## config.mk

```make
export PLATFORM = sky130hd
export DESIGN_NAME = energy_counter_power_meter_flat
export DESIGN_NICKNAME = d
export VERILOG_FILES = /design/src/hdl/ecpm_pkg.sv /design/src/hdl/ecpm_channels.sv /design/src/hdl/ecpm_cfg.sv /design/src/hdl/ecpm_unit.sv /design/src/hdl/energy_counter_power_meter.sv /design/src/flat_wrapper.sv
export VERILOG_INCLUDE_DIRS = /design/src /design/src/hdl
export SDC_FILE = /design/constraint.sdc
export NUM_CORES = 2
export LEC_CHECK = 0
export BUFFER_PORTS_ARGS = -buffer_cell sky130_fd_sc_hd__buf_2
export CORE_ASPECT_RATIO = 1.25
export CORE_MARGIN = 2
export CORE_UTILIZATION = 51
export CTS_CLUSTER_SIZE = 40
export DETAILED_ROUTE_END_ITERATION = 6
export PLACE_DENSITY = 0.68
export SLEW_MARGIN = 0
export SYNTH_ARGS = -nofsm -noshare
export SYNTH_HDL_FRONTEND = slang
export SYNTH_SLANG_ARGS = --single-unit
```

## constraint.sdc

```tcl
create_clock -name clk -period 26 [get_ports clk]
set_clock_uncertainty 0.15 [all_clocks]
set_input_delay 5.2 -clock clk [delete_from_list [all_inputs] [get_ports clk]]
set_output_delay 5.2 -clock clk [all_outputs]
set_load 0.02 [all_outputs]
```

## src/hdl/energy_counter_power_meter_defines.svh

```systemverilog
// ---------------------------------------------------------------------------
// energy counter power meter assertion macros
// shared concurrent assertion forms for the power meter rtl
// ---------------------------------------------------------------------------
`ifndef ENERGY_COUNTER_POWER_METER_DEFINES_SVH
`define ENERGY_COUNTER_POWER_METER_DEFINES_SVH

// same-cycle implication, disabled in reset
`define ECPM_ASSERT_NOW(label, clk, rst_n, ante, cons, msg) \
  label: assert property (@(posedge clk) disable iff (!rst_n) (ante) |-> (cons)) \
    else $error(msg);

// next-cycle implication, disabled in reset
`define ECPM_ASSERT_NEXT(label, clk, rst_n, ante, cons, msg) \
  label: assert property (@(posedge clk) disable iff (!rst_n) (ante) |=> (cons)) \
    else $error(msg);

`endif

```

## src/hdl/ecpm_pkg.sv

```systemverilog
// ---------------------------------------------------------------------------
// ecpm_pkg
// shared widths, constants and control structs of the power meter
// ---------------------------------------------------------------------------
package ecpm_pkg;

  // field widths
  localparam int COUNT_W = 32;
  localparam int UNIT_W  = 5;
  localparam int NCH     = 3;
  localparam int CH_W    = 2;

  // microsecond-to-second scale folded with milliwatt scale
  localparam logic [29:0] NANO_PER_UNIT = 30'd1000000000;

  // configuration register map
  localparam int CFG_ADDR_W = 2;
  localparam logic [CFG_ADDR_W-1:0] ADDR_ENERGY_UNIT_EXP = 2'd0;
  localparam logic [UNIT_W-1:0]     UNIT_EXP_RESET       = 5'd16;

  // divider step count, one quotient bit per step
  localparam int DIV_STEPS = 32;
  localparam int DIV_CNT_W = 5;

  // channel codes
  localparam logic [CH_W-1:0] CH_PACKAGE = 2'd0;
  localparam logic [CH_W-1:0] CH_CORE    = 2'd1;
  localparam logic [CH_W-1:0] CH_MEMORY  = 2'd2;

  // sequencer to shared unit
  typedef struct packed {
    logic              start;
    logic [UNIT_W-1:0] unit_exp;
  } unit_ctl_t;

  // shared unit back to sequencer
  typedef struct packed {
    logic done;
    logic busy;
  } unit_stat_t;

endpackage

```

## src/hdl/ecpm_channels.sv

```systemverilog
// ---------------------------------------------------------------------------
// ecpm channel interfaces
// valid/ready channels for the sample input and the power result
// ---------------------------------------------------------------------------
interface ecpm_in_if;
  import ecpm_pkg::*;

  logic               valid;
  logic               ready;
  logic               mode;
  logic               package_index;
  logic [COUNT_W-1:0] package_count;
  logic [COUNT_W-1:0] core_count;
  logic [COUNT_W-1:0] memory_count;
  logic [COUNT_W-1:0] elapsed_us;

  modport source (output valid, mode, package_index, package_count, core_count,
                  memory_count, elapsed_us, input ready);
  modport sink   (input valid, mode, package_index, package_count, core_count,
                  memory_count, elapsed_us, output ready);
endinterface

interface ecpm_out_if;
  import ecpm_pkg::*;

  logic               valid;
  logic               ready;
  logic [COUNT_W-1:0] package_mw;
  logic [COUNT_W-1:0] core_mw;
  logic [COUNT_W-1:0] memory_mw;

  modport source (output valid, package_mw, core_mw, memory_mw, input ready);
  modport sink   (input valid, package_mw, core_mw, memory_mw, output ready);
endinterface

```

## src/hdl/ecpm_cfg.sv

```systemverilog
// ---------------------------------------------------------------------------
// ecpm_cfg
// apb-style register block holding the energy unit exponent
// ---------------------------------------------------------------------------
module ecpm_cfg (
  input  logic                            clk,
  input  logic                            rst_n,
  input  logic                            psel,
  input  logic                            penable,
  input  logic                            pwrite,
  input  logic [ecpm_pkg::CFG_ADDR_W-1:0] paddr,
  input  logic [31:0]                     pwdata,
  output logic [31:0]                     prdata,
  output logic                            pready,
  output logic [ecpm_pkg::UNIT_W-1:0]     unit_exp
);
  import ecpm_pkg::*;

  logic [UNIT_W-1:0] unit_exp_r;
  logic [UNIT_W-1:0] unit_exp_nxt;
  logic              wr_en;

  assign pready = 1'b1;
  assign wr_en  = psel && penable && pwrite;

  // register write decode
  always_comb begin
    unit_exp_nxt = unit_exp_r;
    if (wr_en && (paddr == ADDR_ENERGY_UNIT_EXP)) begin
      unit_exp_nxt = pwdata[UNIT_W-1:0];
    end
  end

  always_ff @(posedge clk) begin
    if (!rst_n) begin
      unit_exp_r <= UNIT_EXP_RESET;
    end else begin
      unit_exp_r <= unit_exp_nxt;
    end
  end

  // read mux
  always_comb begin
    prdata = '0;
    if (paddr == ADDR_ENERGY_UNIT_EXP) begin
      prdata = {{(32-UNIT_W){1'b0}}, unit_exp_r};
    end
  end

  assign unit_exp = unit_exp_r;

endmodule

```

## src/hdl/ecpm_unit.sv

```systemverilog
// ---------------------------------------------------------------------------
// ecpm_unit
// shared multiply, scale and bit-serial divide, one energy domain at a time
// ---------------------------------------------------------------------------
`include "energy_counter_power_meter_defines.svh"

module ecpm_unit (
  input  logic                         clk,
  input  logic                         rst_n,
  input  ecpm_pkg::unit_ctl_t          ctl,
  input  logic [ecpm_pkg::COUNT_W-1:0] delta,
  input  logic [ecpm_pkg::COUNT_W-1:0] divisor,
  output ecpm_pkg::unit_stat_t         stat,
  output logic [ecpm_pkg::COUNT_W-1:0] result
);
  import ecpm_pkg::*;

  localparam logic [1:0] U_IDLE = 2'd0;
  localparam logic [1:0] U_MUL  = 2'd1;
  localparam logic [1:0] U_SHF  = 2'd2;
  localparam logic [1:0] U_DIV  = 2'd3;

  logic [1:0]           st_r, st_nxt;
  logic [61:0]          prod_r, prod_nxt;
  logic [COUNT_W-1:0]   rem_r, rem_nxt;
  logic [COUNT_W-1:0]   quo_r, quo_nxt;
  logic [DIV_CNT_W-1:0] cnt_r, cnt_nxt;
  logic                 done_r, done_nxt;

  logic [61:0]          prod_w;
  logic [61:0]          num_w;
  logic [29:0]          num_hi;
  logic [COUNT_W:0]     trial;
  logic [COUNT_W:0]     diff;
  logic                 ge;

  // delta times 1e9, at most 62 bits
  assign prod_w = 62'(delta) * 62'(NANO_PER_UNIT);

  // divide by 2^exp first, then by elapsed time
  assign num_w  = prod_r >> ctl.unit_exp;
  assign num_hi = num_w[61:32];

  // one restoring divide step
  assign trial = {rem_r, quo_r[COUNT_W-1]};
  assign diff  = trial - {1'b0, divisor};
  assign ge    = trial >= {1'b0, divisor};

  always_comb begin
    st_nxt   = st_r;
    prod_nxt = prod_r;
    rem_nxt  = rem_r;
    quo_nxt  = quo_r;
    cnt_nxt  = cnt_r;
    done_nxt = 1'b0;
    unique case (st_r)
      U_IDLE: begin
        if (ctl.start) begin
          st_nxt = U_MUL;
        end
      end
      U_MUL: begin
        prod_nxt = prod_w;
        st_nxt   = U_SHF;
      end
      U_SHF: begin
        // high part at or above divisor means quotient beyond 32 bits
        if ({2'b00, num_hi} >= divisor) begin
          quo_nxt  = '1;
          done_nxt = 1'b1;
          st_nxt   = U_IDLE;
        end else begin
          rem_nxt = {2'b00, num_hi};
          quo_nxt = num_w[31:0];
          cnt_nxt = '0;
          st_nxt  = U_DIV;
        end
      end
      U_DIV: begin
        rem_nxt = ge ? diff[COUNT_W-1:0] : trial[COUNT_W-1:0];
        quo_nxt = {quo_r[COUNT_W-2:0], ge};
        cnt_nxt = cnt_r + 1'b1;
        if (cnt_r == DIV_CNT_W'(DIV_STEPS - 1)) begin
          done_nxt = 1'b1;
          st_nxt   = U_IDLE;
        end
      end
      default: st_nxt = U_IDLE;
    endcase
  end

  always_ff @(posedge clk) begin
    if (!rst_n) begin
      st_r   <= U_IDLE;
      done_r <= 1'b0;
      cnt_r  <= '0;
    end else begin
      st_r   <= st_nxt;
      done_r <= done_nxt;
      cnt_r  <= cnt_nxt;
    end
  end

  // datapath registers
  always_ff @(posedge clk) begin
    prod_r <= prod_nxt;
    rem_r  <= rem_nxt;
    quo_r  <= quo_nxt;
  end

  assign stat.done = done_r;
  assign stat.busy = (st_r != U_IDLE);
  assign result    = quo_r;

  // checks
  `ECPM_ASSERT_NOW(a_rem_below_divisor, clk, rst_n, st_r == U_DIV, rem_r < divisor,
    "partial remainder not below divisor")
  `ECPM_ASSERT_NOW(a_start_when_idle, clk, rst_n, ctl.start, st_r == U_IDLE,
    "unit started while busy")
  `ECPM_ASSERT_NEXT(a_done_single, clk, rst_n, done_r, !done_r && st_r == U_IDLE,
    "done held for more than one cycle")

endmodule

```

## src/hdl/energy_counter_power_meter.sv

```systemverilog
// ---------------------------------------------------------------------------
// energy_counter_power_meter
// power from energy counter deltas over elapsed time, three domains
// ---------------------------------------------------------------------------
//  channel  dir  handshake            payload
//  in_ch    in   valid/ready          mode, package_index, three counts, elapsed_us
//  out_ch   out  valid/ready          package_mw, core_mw, memory_mw
//  cfg_*    in   apb setup + access   energy_unit_exp at byte address 0
//
//  measure mode runs from accept to the next accept as three passes through
//  the shared unit (start, multiply, scale, a 32-step divide one bit a
//  cycle, done), then parks the result in the output register.
//  a pass that saturates at the scale step skips the divide.
//  baseline mode, zero elapsed time or an unknown package skip the unit.
//  in_ch.ready is low while an item is in work or its result cannot be parked.
//  synchronous active-low reset clears stored readings and the exponent to 16.
// ---------------------------------------------------------------------------
`include "energy_counter_power_meter_defines.svh"

module energy_counter_power_meter #(
  parameter int PACKAGES = 2
) (
  input  logic                            clk,
  input  logic                            rst_n,
  ecpm_in_if.sink                         in_ch,
  ecpm_out_if.source                      out_ch,
  input  logic                            cfg_psel,
  input  logic                            cfg_penable,
  input  logic                            cfg_pwrite,
  input  logic [ecpm_pkg::CFG_ADDR_W-1:0] cfg_paddr,
  input  logic [31:0]                     cfg_pwdata,
  output logic [31:0]                     cfg_prdata,
  output logic                            cfg_pready
);
  import ecpm_pkg::*;

  localparam int IDX_W = (PACKAGES > 1) ? $clog2(PACKAGES) : 1;

  localparam logic [1:0] S_IDLE  = 2'd0;
  localparam logic [1:0] S_START = 2'd1;
  localparam logic [1:0] S_WAIT  = 2'd2;
  localparam logic [1:0] S_DONE  = 2'd3;

  logic [1:0]         state_r, state_nxt;
  logic [CH_W-1:0]    ch_r, ch_nxt;
  logic [COUNT_W-1:0] prev_r [NCH][PACKAGES];
  logic [COUNT_W-1:0] delta_r [NCH];
  logic [COUNT_W-1:0] res_r [NCH];
  logic [COUNT_W-1:0] elapsed_r;
  logic               skip_r;
  logic               out_valid_r, out_valid_nxt;
  logic [COUNT_W-1:0] out_pkg_r, out_core_r, out_mem_r;

  logic [COUNT_W-1:0] cur_cnt [NCH];
  logic               accept;
  logic               idx_ok;
  logic [IDX_W-1:0]   sel;
  logic               load_out;
  logic [UNIT_W-1:0]  unit_exp;
  unit_ctl_t          unit_ctl;
  unit_stat_t         unit_stat;
  logic [COUNT_W-1:0] unit_result;

  // configuration registers
  ecpm_cfg u_cfg (
    .clk      (clk),
    .rst_n    (rst_n),
    .psel     (cfg_psel),
    .penable  (cfg_penable),
    .pwrite   (cfg_pwrite),
    .paddr    (cfg_paddr),
    .pwdata   (cfg_pwdata),
    .prdata   (cfg_prdata),
    .pready   (cfg_pready),
    .unit_exp (unit_exp)
  );

  // input transaction decode
  assign in_ch.ready = (state_r == S_IDLE);
  assign accept      = in_ch.valid && in_ch.ready;
  assign idx_ok      = (32'(in_ch.package_index) < PACKAGES);
  assign sel         = idx_ok ? IDX_W'(in_ch.package_index) : '0;
  assign cur_cnt[CH_PACKAGE] = in_ch.package_count;
  assign cur_cnt[CH_CORE]    = in_ch.core_count;
  assign cur_cnt[CH_MEMORY]  = in_ch.memory_count;

  // result parks in the output register once it is free
  assign load_out = (state_r == S_DONE) && (!out_valid_r || out_ch.ready);

  // sequencer
  always_comb begin
    state_nxt = state_r;
    ch_nxt    = ch_r;
    unique case (state_r)
      S_IDLE: begin
        if (accept) begin
          ch_nxt = CH_PACKAGE;
          if (!in_ch.mode || !idx_ok || (in_ch.elapsed_us == '0)) begin
            state_nxt = S_DONE;
          end else begin
            state_nxt = S_START;
          end
        end
      end
      S_START: state_nxt = S_WAIT;
      S_WAIT: begin
        if (unit_stat.done) begin
          if (ch_r == CH_MEMORY) begin
            state_nxt = S_DONE;
          end else begin
            ch_nxt    = ch_r + 1'b1;
            state_nxt = S_START;
          end
        end
      end
      S_DONE: begin
        if (load_out) begin
          state_nxt = S_IDLE;
        end
      end
      default: state_nxt = S_IDLE;
    endcase
  end

  always_ff @(posedge clk) begin
    if (!rst_n) begin
      state_r <= S_IDLE;
      ch_r    <= CH_PACKAGE;
    end else begin
      state_r <= state_nxt;
      ch_r    <= ch_nxt;
    end
  end

  // stored readings per package, replaced on every accepted sample with a known package index
  always_ff @(posedge clk) begin
    if (!rst_n) begin
      for (int c = 0; c < NCH; c++) begin
        for (int p = 0; p < PACKAGES; p++) begin
          prev_r[c][p] <= '0;
        end
      end
    end else if (accept && idx_ok) begin
      for (int c = 0; c < NCH; c++) begin
        prev_r[c][sel] <= cur_cnt[c];
      end
    end
  end

  // wrapped deltas and per-domain results
  always_ff @(posedge clk) begin
    if (accept) begin
      for (int c = 0; c < NCH; c++) begin
        delta_r[c] <= cur_cnt[c] - prev_r[c][sel];
        res_r[c]   <= '0;
      end
      elapsed_r <= in_ch.elapsed_us;
      skip_r    <= !in_ch.mode || !idx_ok || (in_ch.elapsed_us == '0);
    end else if ((state_r == S_WAIT) && unit_stat.done) begin
      res_r[ch_r] <= unit_result;
    end
  end

  // shared arithmetic unit
  assign unit_ctl.start    = (state_r == S_START);
  assign unit_ctl.unit_exp = unit_exp;

  ecpm_unit u_unit (
    .clk     (clk),
    .rst_n   (rst_n),
    .ctl     (unit_ctl),
    .delta   (delta_r[ch_r]),
    .divisor (elapsed_r),
    .stat    (unit_stat),
    .result  (unit_result)
  );

  // output register
  always_comb begin
    out_valid_nxt = out_valid_r;
    if (load_out) begin
      out_valid_nxt = 1'b1;
    end else if (out_ch.ready) begin
      out_valid_nxt = 1'b0;
    end
  end

  always_ff @(posedge clk) begin
    if (!rst_n) begin
      out_valid_r <= 1'b0;
    end else begin
      out_valid_r <= out_valid_nxt;
    end
  end

  always_ff @(posedge clk) begin
    if (load_out) begin
      out_pkg_r  <= res_r[CH_PACKAGE];
      out_core_r <= res_r[CH_CORE];
      out_mem_r  <= res_r[CH_MEMORY];
    end
  end

  assign out_ch.valid      = out_valid_r;
  assign out_ch.package_mw = out_pkg_r;
  assign out_ch.core_mw    = out_core_r;
  assign out_ch.memory_mw  = out_mem_r;

  // checks
  `ECPM_ASSERT_NEXT(a_busy_after_accept, clk, rst_n, accept, !in_ch.ready,
    "new sample taken while one is in work")
  `ECPM_ASSERT_NEXT(a_skip_gives_zero, clk, rst_n, load_out && skip_r,
    out_ch.valid && out_ch.package_mw == '0 && out_ch.core_mw == '0 && out_ch.memory_mw == '0,
    "skipped sample gave nonzero power")
  `ECPM_ASSERT_NOW(a_unit_idle_outside_wait, clk, rst_n,
    state_r == S_IDLE || state_r == S_DONE, !unit_stat.busy,
    "shared unit busy outside a calculation")

endmodule

```

## src/flat_wrapper.sv

```systemverilog
// flat-port wrapper written by rule: the top's interface ports become plain ports
module energy_counter_power_meter_flat import ecpm_pkg::*;
#(
  parameter int PACKAGES = 2
)
  (clk, rst_n, cfg_psel, cfg_penable, cfg_pwrite, cfg_paddr, cfg_pwdata, cfg_prdata, cfg_pready, in_ch_valid, in_ch_mode, in_ch_package_index, in_ch_package_count, in_ch_core_count, in_ch_memory_count, in_ch_elapsed_us, in_ch_ready, out_ch_valid, out_ch_package_mw, out_ch_core_mw, out_ch_memory_mw, out_ch_ready);
  ecpm_in_if in_ch_i ();
  ecpm_out_if out_ch_i ();
  input  logic clk;
  input  logic rst_n;
  input  logic cfg_psel;
  input  logic cfg_penable;
  input  logic cfg_pwrite;
  input  logic [ecpm_pkg::CFG_ADDR_W-1:0] cfg_paddr;
  input  logic [31:0] cfg_pwdata;
  output logic [31:0] cfg_prdata;
  output logic cfg_pready;
  input wire logic [$bits(in_ch_i.valid)-1:0] in_ch_valid;
  input wire logic [$bits(in_ch_i.mode)-1:0] in_ch_mode;
  input wire logic [$bits(in_ch_i.package_index)-1:0] in_ch_package_index;
  input wire logic [$bits(in_ch_i.package_count)-1:0] in_ch_package_count;
  input wire logic [$bits(in_ch_i.core_count)-1:0] in_ch_core_count;
  input wire logic [$bits(in_ch_i.memory_count)-1:0] in_ch_memory_count;
  input wire logic [$bits(in_ch_i.elapsed_us)-1:0] in_ch_elapsed_us;
  output wire logic [$bits(in_ch_i.ready)-1:0] in_ch_ready;
  output wire logic [$bits(out_ch_i.valid)-1:0] out_ch_valid;
  output wire logic [$bits(out_ch_i.package_mw)-1:0] out_ch_package_mw;
  output wire logic [$bits(out_ch_i.core_mw)-1:0] out_ch_core_mw;
  output wire logic [$bits(out_ch_i.memory_mw)-1:0] out_ch_memory_mw;
  input wire logic [$bits(out_ch_i.ready)-1:0] out_ch_ready;
  assign in_ch_i.valid = in_ch_valid;
  assign in_ch_i.mode = in_ch_mode;
  assign in_ch_i.package_index = in_ch_package_index;
  assign in_ch_i.package_count = in_ch_package_count;
  assign in_ch_i.core_count = in_ch_core_count;
  assign in_ch_i.memory_count = in_ch_memory_count;
  assign in_ch_i.elapsed_us = in_ch_elapsed_us;
  assign in_ch_ready = in_ch_i.ready;
  assign out_ch_valid = out_ch_i.valid;
  assign out_ch_package_mw = out_ch_i.package_mw;
  assign out_ch_core_mw = out_ch_i.core_mw;
  assign out_ch_memory_mw = out_ch_i.memory_mw;
  assign out_ch_i.ready = out_ch_ready;
  energy_counter_power_meter #(.PACKAGES(PACKAGES)) u_core (.clk(clk), .rst_n(rst_n), .in_ch(in_ch_i), .out_ch(out_ch_i), .cfg_psel(cfg_psel), .cfg_penable(cfg_penable), .cfg_pwrite(cfg_pwrite), .cfg_paddr(cfg_paddr), .cfg_pwdata(cfg_pwdata), .cfg_prdata(cfg_prdata), .cfg_pready(cfg_pready));
endmodule
```

==> reports/results.tsv <==
metric	value	unit
synth_top_family_by_area	adder cells	
cp_common_cell	buf_2	
crit_chain	buf_2 > nor2_1 > and2_1 > buf_2	
dp_hpwl	88900	um
tightest_slew	1.24	ns
period_needed	11.08	ns
maxCapViolCount	0	
grt_max_degree	98	
max_freq	0.0903	GHz
finish.net_count	5501	
core_region_area	94400	um2
crit_path_top_delay_cell	buf_2	
synth_xor_area_share	2.80	%
post_drt_wl_per_cell	19.4	um
vias	32008	
status	finished clean	
io_pins	302	
port_buffers	246	
clk-insertion-delay-late	0.65	ns
timing.final.crit_share	42.6	%
drtPass1Iterations	5	
slew_violations	0	
dp.cells	5734	
antennaDiodeCount	0	
ys_top_cells_by_area	edfxtp_1 (39%), fa_1 (13%), ha_1 (11%)	
cts_root_buf	clkbuf_16	
syn2layout_area_growth	9.55	%
chipHeight	349	um
place_congestion	0.948	
relSlewSlack	17.4	%
synth-simple-area-share	11.4	%
whs_path_depth	0	
yosys.area.top_type_share	38.9	%
synthAdderAreaFrac	24.0	%
ys_top_cells_by_count	edfxtp_1 (629), inv_1 (588), ha_1 (425)	
ys_seq_elements	649	
stdcell_count	5856	
grt_pass1_wl	178000	um
worstRegToRegCells	25	
drive_above_1_share	10.4	%
yosys_warnings	0	
drc	0	
grt_pass1_vias	32297	
netlist_instances	4386	
numCtsBuffers	69	
ant_nets	0	
ctsResizeCount	0	
finalSetupViolations	0	
synth_flop_cell	edfxtp_1	
synth-edff-count	629	
drt_iter0_markers	1809	
cpPeakStageDelay	0.15	ns
worst_hold_path_type	flip-flop to flip-flop	
synth-compound-area-share	10.0	%
cp.required	20.65	ns
die_width	280	um
crit_arrival	5.73	ns
dieArea	97700	um2
synth_top_cell_by_area	edfxtp_1	
crit_path_start_kind	input port	
cts_hold_buf	0	
synthDistinctLibCells	87	
h-tree-depth	3	
cts_sinks	649	
clk_path_buf_depth	3	
rsz0062_at_grt	no	
drt_wl_total	114000	um
netlist_area	48500	um2
overflow	0	
viasPerCell	5.47	
fillCellCount	8046	
worstSetupPathType	input port to output pin	
cp_max_fo	5	
end_kind	output pin	
antenna_found_initial	9	
initial_utilization	51.4	%
clk_transition_reported_paths	0.06	ns
hold_viol	0	
cts_setup_buffers	0	
cts_tree	built	
synth.mux.area_fraction	5.82	%
synthArstFlopShare	0	%
std_cell_rows	126	
ys_seq_area_share	39.7	%
yosysMostFrequentCell	edfxtp_1	
syn_avg_cell_area	11.1	um2
grt.total_usage	23.4	%
setup_tns	0	ns
## logic make-up (layout without fill, tap and decap cells)
group / Yosys count / after routing
compound gates: 738 / 738
xor+xnor: 155 / 155
fa+ha+maj: 741 / 741
buf+inv: 770 / 998
flops: 649 / 649
mux: 234 / 234
other cells: 2 / 28
simple gates: 1097 / 1097
## cells in the final DEF (no fill, tap or decap), drive strengths merged, types with 102 or more instances in the layout
cell type	count
ha	425
nor2	240
fa	316
edfxtp	629
buf	285
nand2	286
a21oi	175
inv	592
mux2i	182
xnor2	106
and2	301
o21ai	159
a21o	102
## per-stage QoR
stage               area [um2]  setup WS (ns)  util (%)  hold slack [ns]
global placement         51000          14.93      54.0            0.251
CTS                      53200          14.92      56.3            0.266
detailed placement       51000          14.92      54.0            0.255
floorplan                48600          12.43         -            0.250
finish                   53200          14.92      56.3            0.260
global route             53200          14.90      56.3            0.269
## routing by layer
| layer | GRT usage, % | share of wire, % | vias up |
|---|---|---|---|
| met5 | 0 | 0.090 | - |
| met4 | 11.1 | 5.1 | 16 |
| met3 | 3.16 | 3.5 | 239 |
| met2 | 42.4 | 52 | 693 |
| met1 | 27.3 | 40 | 15476 |
| li1 | - | - | 15584 |
## registers in the layout, indices dropped and copies added, names as in the netlist, named ones only
signal and count:
u_core.u_unit.result 32, u_core.res_r 96, u_core.u_unit.prod_r 53, out_ch_memory_mw 32, u_core.u_unit.done_r 1, u_core.u_cfg.unit_exp 5, u_core.ch_r 2, u_core.state_r 2
u_core.prev_r 192, u_core.delta_r 96, out_ch_core_mw 32, u_core.out_ch.valid 1, u_core.u_unit.rem_r 32, u_core.u_unit.cnt_r 5, u_core.elapsed_r 32, u_core.u_unit.st_r 2
out_ch_package_mw 32
## final timing paths
path	end	from	slack, ns
worst max-delay path	cfg_prdata[1]	cfg_paddr[1]	14.92
worst min-delay path	out_ch_package_mw[26]$_DFFE_PP_	u_core.res_r[0][26]$_SDFFCE_PN0P_	0.26
worst max register to register	u_core.u_unit.prod_r[55]$_DFFE_PN_	flip-flop	17.56
worst min register to register	out_ch_package_mw[26]$_DFFE_PP_	u_core.res_r[0][26]$_SDFFCE_PN0P_	0.26
## worst max-delay path: cells and delay by family
family                 cells  cell delay [ns]
buffers and inverters      2             0.27
AND/OR/NAND/NOR            2             0.25
## layout make-up
type | count | area, um2 | share of cell area, %
Clock buffer | 85 | 1850 | 3.48
Timing Repair Buffer | 285 | 1530 | 2.88
Multi-Input combinational cell | 2993 | 26400 | 49.6
Tap cell | 1216 | 1520 | 2.86
Inverter | 591 | 2230 | 4.19
Sequential cell | 649 | 19300 | 36.3
Clock inverter | 37 | 367 | 0.689
Power is left out: the tool's default activity adds up to more than one toggle a clock period on the data nets, which glitch-free logic cannot reach.
